`src/rtl/core/umcd_pkg.sv`:
```
`timescale 1ns / 1ps
// -----------------------------------------------------------------------------
// umcd_pkg
// Shared types and constants of the UART motor command decoder.
// -----------------------------------------------------------------------------
package umcd_pkg;

  // ASCII characters of the command protocol
  localparam logic [7:0] CharA = 8'h41;
  localparam logic [7:0] CharG = 8'h47;
  localparam logic [7:0] CharZ = 8'h5A;
  localparam logic [7:0] Char0 = 8'h30;

  // Percent ceiling of a decoded value
  localparam logic [7:0] PctMax = 8'd100;

  // floor(x / 100) == (x * Recip100) >> Recip100Shift for all x below 2^15
  localparam logic [12:0] Recip100      = 13'd5243;
  localparam int unsigned Recip100Shift = 19;

  // Register reset values
  localparam logic [7:0] FwdFloorRst  = 8'd60;
  localparam logic [7:0] FwdSpanRst   = 8'd195;
  localparam logic [7:0] RevTopRst    = 8'd200;
  localparam logic [7:0] ServoFloorRst = 8'd16;
  localparam logic [7:0] ServoSpanRst = 8'd27;

  // Configuration register indexes
  typedef enum logic [2:0] {
    REG_FWD_FLOOR   = 3'd0,
    REG_FWD_SPAN    = 3'd1,
    REG_REV_TOP     = 3'd2,
    REG_SERVO_FLOOR = 3'd3,
    REG_SERVO_SPAN  = 3'd4
  } reg_idx_e;

  // Command codes (letter minus 'A')
  typedef enum logic [2:0] {
    CMD_LEFT_FWD  = 3'd0,
    CMD_LEFT_REV  = 3'd1,
    CMD_RIGHT_FWD = 3'd2,
    CMD_RIGHT_REV = 3'd3,
    CMD_CAM_PAN   = 3'd4,
    CMD_CAM_TILT  = 3'd5,
    CMD_BEEP      = 3'd6,
    CMD_NONE      = 3'd7
  } cmd_code_e;

  // Output channel numbers
  typedef enum logic [2:0] {
    CH_LEFT  = 3'd0,
    CH_RIGHT = 3'd1,
    CH_PAN   = 3'd2,
    CH_TILT  = 3'd3,
    CH_BEEP  = 3'd4
  } chan_e;

  // Closed frame handed from front to back
  typedef struct packed {
    cmd_code_e  code;
    logic [6:0] pct;
    logic       clamp;
  } cmd_t;

  // Configuration register set
  typedef struct packed {
    logic [7:0] fwd_floor;
    logic [7:0] fwd_span;
    logic [7:0] rev_top;
    logic [7:0] servo_floor;
    logic [7:0] servo_span;
  } cfg_t;

endpackage

```
`src/rtl/core/umcd_front.sv`:
```
`timescale 1ns / 1ps
// -----------------------------------------------------------------------------
// umcd_front
// Frame parser: tracks the open command, folds digits into the value and
// pushes one clamped command item when the terminator arrives.
// -----------------------------------------------------------------------------
module umcd_front (
  input  logic             clk_i,
  input  logic             rst_ni,
  input  logic [7:0]       rx_byte_i,
  input  logic             rx_valid_i,
  output logic             rx_ready_o,
  input  logic             q_full_i,
  output logic             push_o,
  output umcd_pkg::cmd_t   push_data_o
);

  umcd_pkg::cmd_code_e code_q, code_d;
  logic [7:0]          acc_q, acc_d;
  logic                open_q, open_d;
  logic                accept;
  logic                is_letter;
  logic                is_term;
  logic                clamp;

  assign rx_ready_o = ~q_full_i;
  assign accept     = rx_valid_i & rx_ready_o;
  assign is_letter  = (rx_byte_i >= umcd_pkg::CharA) && (rx_byte_i <= umcd_pkg::CharG);
  assign is_term    = (rx_byte_i == umcd_pkg::CharZ);

  // Clamp the accumulated value at 100
  assign clamp               = acc_q > umcd_pkg::PctMax;
  assign push_data_o.code    = code_q;
  assign push_data_o.clamp   = clamp;
  assign push_data_o.pct     = clamp ? umcd_pkg::PctMax[6:0] : acc_q[6:0];

  assign push_o = accept & ~is_letter & open_q & is_term;

  // Frame state update
  always_comb begin
    code_d = code_q;
    acc_d  = acc_q;
    open_d = open_q;
    if (accept) begin
      if (is_letter) begin
        code_d = umcd_pkg::cmd_code_e'(3'(rx_byte_i - umcd_pkg::CharA));
        acc_d  = '0;
        open_d = 1'b1;
      end else if (open_q) begin
        if (is_term) begin
          open_d = 1'b0;
        end else begin
          // acc * 10 + byte - '0', modulo 256
          acc_d = {acc_q[4:0], 3'b000} + {acc_q[6:0], 1'b0} + rx_byte_i - umcd_pkg::Char0;
        end
      end
    end
  end

  always_ff @(posedge clk_i or negedge rst_ni) begin
    if (!rst_ni) begin
      code_q <= umcd_pkg::CMD_NONE;
      acc_q  <= '0;
      open_q <= 1'b0;
    end else begin
      code_q <= code_d;
      acc_q  <= acc_d;
      open_q <= open_d;
    end
  end

endmodule

```
`src/rtl/core/umcd_queue.sv`:
```
`timescale 1ns / 1ps
// -----------------------------------------------------------------------------
// umcd_queue
// Two-entry command queue between the frame parser and the duty pipeline.
// -----------------------------------------------------------------------------
module umcd_queue (
  input  logic           clk_i,
  input  logic           rst_ni,
  input  logic           push_i,
  input  umcd_pkg::cmd_t push_data_i,
  output logic           full_o,
  input  logic           pop_i,
  output logic           empty_o,
  output umcd_pkg::cmd_t pop_data_o
);

  umcd_pkg::cmd_t mem_q [2];
  logic           wr_ptr_q, wr_ptr_d;
  logic           rd_ptr_q, rd_ptr_d;
  logic [1:0]     cnt_q, cnt_d;
  logic           do_push;
  logic           do_pop;

  assign full_o     = cnt_q == 2'd2;
  assign empty_o    = cnt_q == 2'd0;
  assign do_push    = push_i & ~full_o;
  assign do_pop     = pop_i & ~empty_o;
  assign pop_data_o = mem_q[rd_ptr_q];

  // Pointer and fill count
  always_comb begin
    wr_ptr_d = wr_ptr_q ^ do_push;
    rd_ptr_d = rd_ptr_q ^ do_pop;
    cnt_d    = cnt_q + {1'b0, do_push} - {1'b0, do_pop};
  end

  always_ff @(posedge clk_i or negedge rst_ni) begin
    if (!rst_ni) begin
      wr_ptr_q <= 1'b0;
      rd_ptr_q <= 1'b0;
      cnt_q    <= '0;
    end else begin
      wr_ptr_q <= wr_ptr_d;
      rd_ptr_q <= rd_ptr_d;
      cnt_q    <= cnt_d;
    end
  end

  // Entry storage
  always_ff @(posedge clk_i) begin
    if (do_push) begin
      mem_q[wr_ptr_q] <= push_data_i;
    end
  end

endmodule

```
`src/rtl/core/umcd_back.sv`:
```
`timescale 1ns / 1ps
// -----------------------------------------------------------------------------
// umcd_back
// Duty pipeline: percent times span or top, reciprocal divide by 100, then
// saturating offset or top minus quotient, mapped into the output register.
// -----------------------------------------------------------------------------
module umcd_back (
  input  logic           clk_i,
  input  logic           rst_ni,
  input  umcd_pkg::cfg_t cfg_i,
  input  logic           q_empty_i,
  input  umcd_pkg::cmd_t q_data_i,
  output logic           pop_o,
  output logic [2:0]     channel_o,
  output logic [7:0]     duty_o,
  output logic           direction_pin_o,
  output logic           enable_o,
  output logic           clamped_o,
  output logic           out_valid_o,
  input  logic           out_ready_i
);

  // Stage 1: product
  logic           v1_q;
  umcd_pkg::cmd_t c1_q;
  logic [14:0]    prod1_q;
  // Stage 2: quotient
  logic           v2_q;
  umcd_pkg::cmd_t c2_q;
  logic [7:0]     quot2_q;
  // Stage 3: output register
  logic           v3_q;
  logic [2:0]     chan_q, chan_d;
  logic [7:0]     duty_q, duty_d;
  logic           dir_q, dir_d;
  logic           en_q, en_d;
  logic           clamp_q;

  logic           adv1, adv2, adv3;
  logic [7:0]     factor;
  logic [27:0]    recip_prod;
  logic [8:0]     up_sum;
  logic [7:0]     up_base;
  logic [7:0]     up_sat;
  logic           pct_nz;

  // Stage enables: a stage loads when it is empty or its item moves on
  assign adv3  = ~v3_q | out_ready_i;
  assign adv2  = ~v2_q | adv3;
  assign adv1  = ~v1_q | adv2;
  assign pop_o = adv1 & ~q_empty_i;

  // Multiplier operand per command
  always_comb begin
    unique case (q_data_i.code)
      umcd_pkg::CMD_LEFT_FWD, umcd_pkg::CMD_RIGHT_REV: factor = cfg_i.fwd_span;
      umcd_pkg::CMD_LEFT_REV, umcd_pkg::CMD_RIGHT_FWD: factor = cfg_i.rev_top;
      umcd_pkg::CMD_CAM_PAN, umcd_pkg::CMD_CAM_TILT:   factor = cfg_i.servo_span;
      default:                                         factor = '0;
    endcase
  end

  assign recip_prod = {13'b0, prod1_q} * {15'b0, umcd_pkg::Recip100};

  // Final duty and pin levels
  always_comb begin
    up_base = (c2_q.code == umcd_pkg::CMD_CAM_PAN || c2_q.code == umcd_pkg::CMD_CAM_TILT) ?
              cfg_i.servo_floor : cfg_i.fwd_floor;
    up_sum  = {1'b0, up_base} + {1'b0, quot2_q};
    up_sat  = up_sum[8] ? 8'hFF : up_sum[7:0];
    pct_nz  = c2_q.pct != '0;
    chan_d  = umcd_pkg::CH_BEEP;
    duty_d  = '0;
    dir_d   = 1'b0;
    en_d    = 1'b0;
    unique case (c2_q.code)
      umcd_pkg::CMD_LEFT_FWD: begin
        chan_d = umcd_pkg::CH_LEFT;
        duty_d = up_sat;
        dir_d  = 1'b1;
        en_d   = pct_nz;
      end
      umcd_pkg::CMD_LEFT_REV: begin
        chan_d = umcd_pkg::CH_LEFT;
        duty_d = cfg_i.rev_top - quot2_q;
        en_d   = pct_nz;
      end
      umcd_pkg::CMD_RIGHT_FWD: begin
        chan_d = umcd_pkg::CH_RIGHT;
        duty_d = cfg_i.rev_top - quot2_q;
        en_d   = pct_nz;
      end
      umcd_pkg::CMD_RIGHT_REV: begin
        chan_d = umcd_pkg::CH_RIGHT;
        duty_d = up_sat;
        dir_d  = 1'b1;
        en_d   = pct_nz;
      end
      umcd_pkg::CMD_CAM_PAN: begin
        chan_d = umcd_pkg::CH_PAN;
        duty_d = up_sat;
      end
      umcd_pkg::CMD_CAM_TILT: begin
        chan_d = umcd_pkg::CH_TILT;
        duty_d = up_sat;
      end
      default: begin
        chan_d = umcd_pkg::CH_BEEP;
      end
    endcase
  end

  // Valid bits
  always_ff @(posedge clk_i or negedge rst_ni) begin
    if (!rst_ni) begin
      v1_q <= 1'b0;
      v2_q <= 1'b0;
      v3_q <= 1'b0;
    end else begin
      if (adv1) v1_q <= ~q_empty_i;
      if (adv2) v2_q <= v1_q;
      if (adv3) v3_q <= v2_q;
    end
  end

  // Payload registers
  always_ff @(posedge clk_i) begin
    if (adv1) begin
      c1_q    <= q_data_i;
      prod1_q <= {8'b0, q_data_i.pct} * {7'b0, factor};
    end
    if (adv2) begin
      c2_q    <= c1_q;
      quot2_q <= recip_prod[umcd_pkg::Recip100Shift +: 8];
    end
    if (adv3) begin
      chan_q  <= chan_d;
      duty_q  <= duty_d;
      dir_q   <= dir_d;
      en_q    <= en_d;
      clamp_q <= c2_q.clamp;
    end
  end

  assign out_valid_o     = v3_q;
  assign channel_o       = chan_q;
  assign duty_o          = duty_q;
  assign direction_pin_o = dir_q;
  assign enable_o        = en_q;
  assign clamped_o       = clamp_q;

endmodule

```
`src/rtl/core/uart_motor_command_decoder.sv`:
```
`timescale 1ns / 1ps
// Path: once its terminating 'Z' byte is accepted, a result passes through the
//   queue entry, product stage, quotient stage and output register, in order.
// Throughput: one byte per cycle; the duty pipeline takes one command per cycle unless out_ready_i holds it back.
// The input stalls only while the two-entry command queue is full.
// Reset: frame closed, no command, value zero, registers at their defaults.
// -----------------------------------------------------------------------------
// uart_motor_command_decoder
// Decodes framed UART motor commands into channel duty results; holds the
// configuration registers and joins the frame parser, queue and duty pipeline.
// -----------------------------------------------------------------------------
module uart_motor_command_decoder (
  input  logic       clk_i,
  input  logic       rst_ni,
  input  logic       cfg_we_i,
  input  logic [2:0] cfg_idx_i,
  input  logic [7:0] cfg_wdata_i,
  input  logic [7:0] rx_byte_i,
  input  logic       rx_valid_i,
  output logic       rx_ready_o,
  output logic [2:0] channel_o,
  output logic [7:0] duty_o,
  output logic       direction_pin_o,
  output logic       enable_o,
  output logic       clamped_o,
  output logic       out_valid_o,
  input  logic       out_ready_i
);

  umcd_pkg::cfg_t cfg_q, cfg_d;
  umcd_pkg::cmd_t push_data;
  umcd_pkg::cmd_t pop_data;
  logic           push;
  logic           pop;
  logic           q_full;
  logic           q_empty;

  // Configuration register writes; unknown indexes are dropped
  always_comb begin
    cfg_d = cfg_q;
    if (cfg_we_i) begin
      unique case (cfg_idx_i)
        umcd_pkg::REG_FWD_FLOOR:   cfg_d.fwd_floor   = cfg_wdata_i;
        umcd_pkg::REG_FWD_SPAN:    cfg_d.fwd_span    = cfg_wdata_i;
        umcd_pkg::REG_REV_TOP:     cfg_d.rev_top     = cfg_wdata_i;
        umcd_pkg::REG_SERVO_FLOOR: cfg_d.servo_floor = cfg_wdata_i;
        umcd_pkg::REG_SERVO_SPAN:  cfg_d.servo_span  = cfg_wdata_i;
        default:                   cfg_d = cfg_q;
      endcase
    end
  end

  always_ff @(posedge clk_i or negedge rst_ni) begin
    if (!rst_ni) begin
      cfg_q.fwd_floor   <= umcd_pkg::FwdFloorRst;
      cfg_q.fwd_span    <= umcd_pkg::FwdSpanRst;
      cfg_q.rev_top     <= umcd_pkg::RevTopRst;
      cfg_q.servo_floor <= umcd_pkg::ServoFloorRst;
      cfg_q.servo_span  <= umcd_pkg::ServoSpanRst;
    end else begin
      cfg_q <= cfg_d;
    end
  end

  umcd_front u_front (
    .clk_i       (clk_i),
    .rst_ni      (rst_ni),
    .rx_byte_i   (rx_byte_i),
    .rx_valid_i  (rx_valid_i),
    .rx_ready_o  (rx_ready_o),
    .q_full_i    (q_full),
    .push_o      (push),
    .push_data_o (push_data)
  );

  umcd_queue u_queue (
    .clk_i       (clk_i),
    .rst_ni      (rst_ni),
    .push_i      (push),
    .push_data_i (push_data),
    .full_o      (q_full),
    .pop_i       (pop),
    .empty_o     (q_empty),
    .pop_data_o  (pop_data)
  );

  umcd_back u_back (
    .clk_i           (clk_i),
    .rst_ni          (rst_ni),
    .cfg_i           (cfg_q),
    .q_empty_i       (q_empty),
    .q_data_i        (pop_data),
    .pop_o           (pop),
    .channel_o       (channel_o),
    .duty_o          (duty_o),
    .direction_pin_o (direction_pin_o),
    .enable_o        (enable_o),
    .clamped_o       (clamped_o),
    .out_valid_o     (out_valid_o),
    .out_ready_i     (out_ready_i)
  );

endmodule
```
`config.mk`:
```
export PLATFORM = sky130hd
export DESIGN_NAME = uart_motor_command_decoder
export DESIGN_NICKNAME = d
export VERILOG_FILES = /design/src/rtl/core/umcd_pkg.sv /design/src/rtl/core/umcd_front.sv /design/src/rtl/core/umcd_queue.sv /design/src/rtl/core/umcd_back.sv /design/src/rtl/core/uart_motor_command_decoder.sv
export SDC_FILE = /design/constraint.sdc
export NUM_CORES = 1
export LEC_CHECK = 0
export ABC_AREA = 1
export BUFFER_PORTS_ARGS = -buffer_cell sky130_fd_sc_hd__buf_2
export CAP_MARGIN = 20
export CORE_ASPECT_RATIO = 1.5
export CORE_MARGIN = 2
export CORE_UTILIZATION = 69
export CTS_CLUSTER_SIZE = 25
export DETAILED_ROUTE_END_ITERATION = 7
export GPL_ROUTABILITY_DRIVEN = 0
export PLACE_DENSITY = 0.85
export SYNTH_ARGS = -nofsm -noshare
export SYNTH_HDL_FRONTEND = slang
export SYNTH_SLANG_ARGS = --single-unit
export TNS_END_PERCENT = 50
```
`constraint.sdc`:
```
create_clock -name clk_i -period 8.9 [get_ports clk_i]
set_input_delay 1.78 -clock clk_i [delete_from_list [all_inputs] [get_ports clk_i]]
set_output_delay 1.78 -clock clk_i [all_outputs]
set_load 0.05 [all_outputs]
```
==> impl_metrics.json <==
{
  "path_class": "reg -> reg",
  "cts.clk_slew.worst_paths_ps": 60,
  "seqCellArea_mm2": 0.00393,
  "multi_input_area_mm2": 0.00725,
  "first_pass_iters": 7,
  "slew_violations": 0,
  "cts_max_path_buffers": 2,
  "antenna_found_initial": 0,
  "r2r_cells": 20,
  "post_drt_wl_per_cell_um": 17.6,
  "worstHoldPathType": "reg -> reg",
  "vias": 9635,
  "worstPathMaxFanout": 14,
  "cts_htree_levels": 4,
  "r2r_start": "u_queue.rd_ptr_q",
  "status": "finished, violations left",
  "area_growth_pct": 8.61,
  "grt_pass1_wl_um": 48700,
  "whs_endpoint": "u_back.c2_q[1]",
  "critPathLaunchType": "register",
  "ctsHoldBuffers": 0,
  "rows": 59,
  "numCtsBuffers": 17,
  "ys_seq_area_frac": 0.319,
  "cts-root-buf": "clkbuf_16",
  "fillers": 1160,
  "wl_um": 29300,
  "worstMarginPinSlew_ps": 809,
  "syn_area_per_cell_um2": 8.89,
  "fin_worst_skew_ps": 13.3,
  "synth-main-ff-cell": "edfxtp_1",
  "maxCapViolations": 0,
  "antennaDiodeCount": 0,
  "critPathRequiredTime_ps": 9080,
  "min_path_cells": 0,
  "fmax_mhz": 184,
  "period_needed_ps": 5440,
  "grt_overflow_total": 0,
  "dp_hpwl_um": 23100,
  "cts_setup_buffers": 0,
  "nNetsFinal": 1734,
  "boundaryPins": 40,
  "finalCritPeriodShare": 0.612,
  "cp_data_arrival_time_ps": 5620,
  "die_x_um": 113,
  "grt_util_all_layers": 0.332,
  "synthArstFlopShare": 0.421,
  "drcViolationCount": 2,
  "setup_viol_count_final": 0,
  "drtAntennaViolNets": 0,
  "clkSinkCount": 140,
  "slew_headroom": 0.459,
  "synth_fp_nets": 1680,
  "hp-start": "u_back.c1_q[1]",
  "viasPerCell": 5.78,
  "syn-instance-count": 1387,
  "detail_route.iter0.violations": 775,
  "tns_ps": 0,
  "grt_max_degree": 60,
  "die_area_mm2": 0.0190,
  "final_hold_viol_count": 0,
  "finalCoreUtilization": 0.769,
  "ys_seq_elements": 140,
  "core_mm2": 0.0174,
  "grt_pass1_vias": 10304,
  "port_buffers": 39,
  "cts_tree": "yes",
  "dieHeight_um": 168,
  "ctsResizeCount": 0,
  "synth_edf_count": 81,
  "worstReg2RegEnd": "u_back.prod1_q[13]",
  "violations": "design-rule violations",
  "rsz0062_at_grt": "no",
  "endpoint_kind": "register",
  "netlist_area_mm2": 0.0123,
  "initial_core_util": 0.708,
  "synth.distinct_cells": 37,
  "reg2reg_slack_ps": 3460,
  "ys_warn_count": 0,
  "drive_above_1_share": 0.0853,
  "insertion_delay_ps": 440
}
Yosys cell counts, types with 4 or more instances:
cell type / n / area share
xnor2_1: 12 / 0.0085
nand3_1: 50 / 0.020
inv_1: 295 / 0.090
nand3_2: 8 / 0.0065
nand2_1: 340 / 0.10
a21oi_1: 44 / 0.018
nand4_1: 10 / 0.0051
dfstp_2: 19 / 0.040
ha_1: 165 / 0.17
or2_2: 6 / 0.0030
a21o_1: 5 / 0.0030
xor2_1: 12 / 0.0085
nand2_2: 8 / 0.0041
clkbuf_1: 5 / 0.0015
nor3_1: 4 / 0.0016
fa_1: 104 / 0.17
o21bai_1: 5 / 0.0030
o21ai_0: 81 / 0.033
dfrtp_1: 40 / 0.081
nor2_1: 64 / 0.019
edfxtp_1: 81 / 0.20
worst max-delay path by stage:
stage,startpoint,to,slack (ps),cells after the start
final,u_queue.rd_ptr_q,u_back.prod1_q[13],3460,20
after global routing,u_queue.rd_ptr_q,u_back.prod1_q[11],3140,20
after CTS,u_queue.rd_ptr_q,u_back.prod1_q[11],3520,20
after detailed placement,u_queue.rd_ptr_q,u_back.prod1_q[13],3650,20
after global placement,u_queue.rd_ptr_q,u_back.prod1_q[13],3870,22
after floorplan,u_queue.rd_ptr_q,u_back.prod1_q[13],4200,22
routing by layer:
metal | vias to the layer above | routed length [µm] | global-route usage
met1 | 4616 | 9980 | 0.342
met4 | 0 | 2060 | 0.207
li1 | 4490 | - | -
met2 | 385 | 15900 | 0.617
met3 | 144 | 1330 | 0.0496
met5 | - | 0 | 0
layout by cell type (no fill, tap or decap), drive strengths merged, types with 19 or more instances in the layout:
| master | netlist | layout |
|---|---|---|
| a21oi | 46 | 46 |
| buf | 1 | 41 |
| clkbuf | 5 | 19 |
| dfrtp | 40 | 40 |
| dfstp | 19 | 19 |
| edfxtp | 81 | 81 |
| fa | 104 | 104 |
| ha | 165 | 165 |
| inv | 298 | 310 |
| nand2 | 348 | 348 |
| nand3 | 58 | 58 |
| nor2 | 67 | 67 |
| o21ai | 85 | 85 |
logic make-up (layout without fill, tap and decap cells):
group,count (synthesis),count (layout),synth area share
and+or+nand+nor,499,499,0.168
DFF,140,140,0.319
xor gates and xnor gates,24,24,0.0170
adders and majority gates,269,269,0.336
AOI/OAI and AO/OA,151,151,0.0662
buffers and inverters,304,371,0.0932
final cells by class:
class | count | share of cell area
clock buffers | 19 | 0.0347
clock inverters | 13 | 0.00981
inverters | 298 | 0.0835
multi-input cells | 943 | 0.541
flip-flops and latches | 140 | 0.294
well taps | 213 | 0.0199
repair buffers | 41 | 0.0172
registers in the layout, summed over array words and instances, names as in the netlist, 2 cells and up:
name	flops
u_queue.cnt_q	2
cfg_q	40
u_front.code_q	3
u_front.acc_q	8
u_back.quot2_q	8
u_back.duty_o	8
u_back.c2_q	11
u_back.prod1_q	15
u_back.channel_o	3
u_queue.mem_q	22
u_back.c1_q	11
metrics by stage:
| stage | hold slack (ps) | cells | worst slack [ps] | cell area (µm²) |
|---|---|---|---|---|
| 2_1_floorplan | 400 | 1387 | 4200 | 12300 |
| 4_1_cts | 422 | 1666 | 3520 | 13400 |
| 6_report | 420 | 1667 | 3460 | 13400 |
| 3_3_place_gp | 403 | 1634 | 3870 | 12800 |
| 5_1_grt | 433 | 1667 | 3140 | 13400 |
| 3_5_place_dp | 405 | 1634 | 3650 | 12800 |
critical path, cell delays in order, from the launching register on:
cell	delay (ps)
dfrtp_1	630
inv_2	200
nand2_1	160
nand2_1	120
a21oi_2	310
nand2_1	120
nand3_2	150
nand2_1	110
fa_1	550
fa_1	550
inv_1	50
fa_1	520
inv_1	70
fa_1	550
inv_1	50
ha_1	350
a21oi_1	190
o21ai_0	130
nand2_1	90
nand4_1	120
xor2_1	170
Power is not shown: default switching activity piles up to over one toggle a cycle in this logic, so the estimate is an artifact.
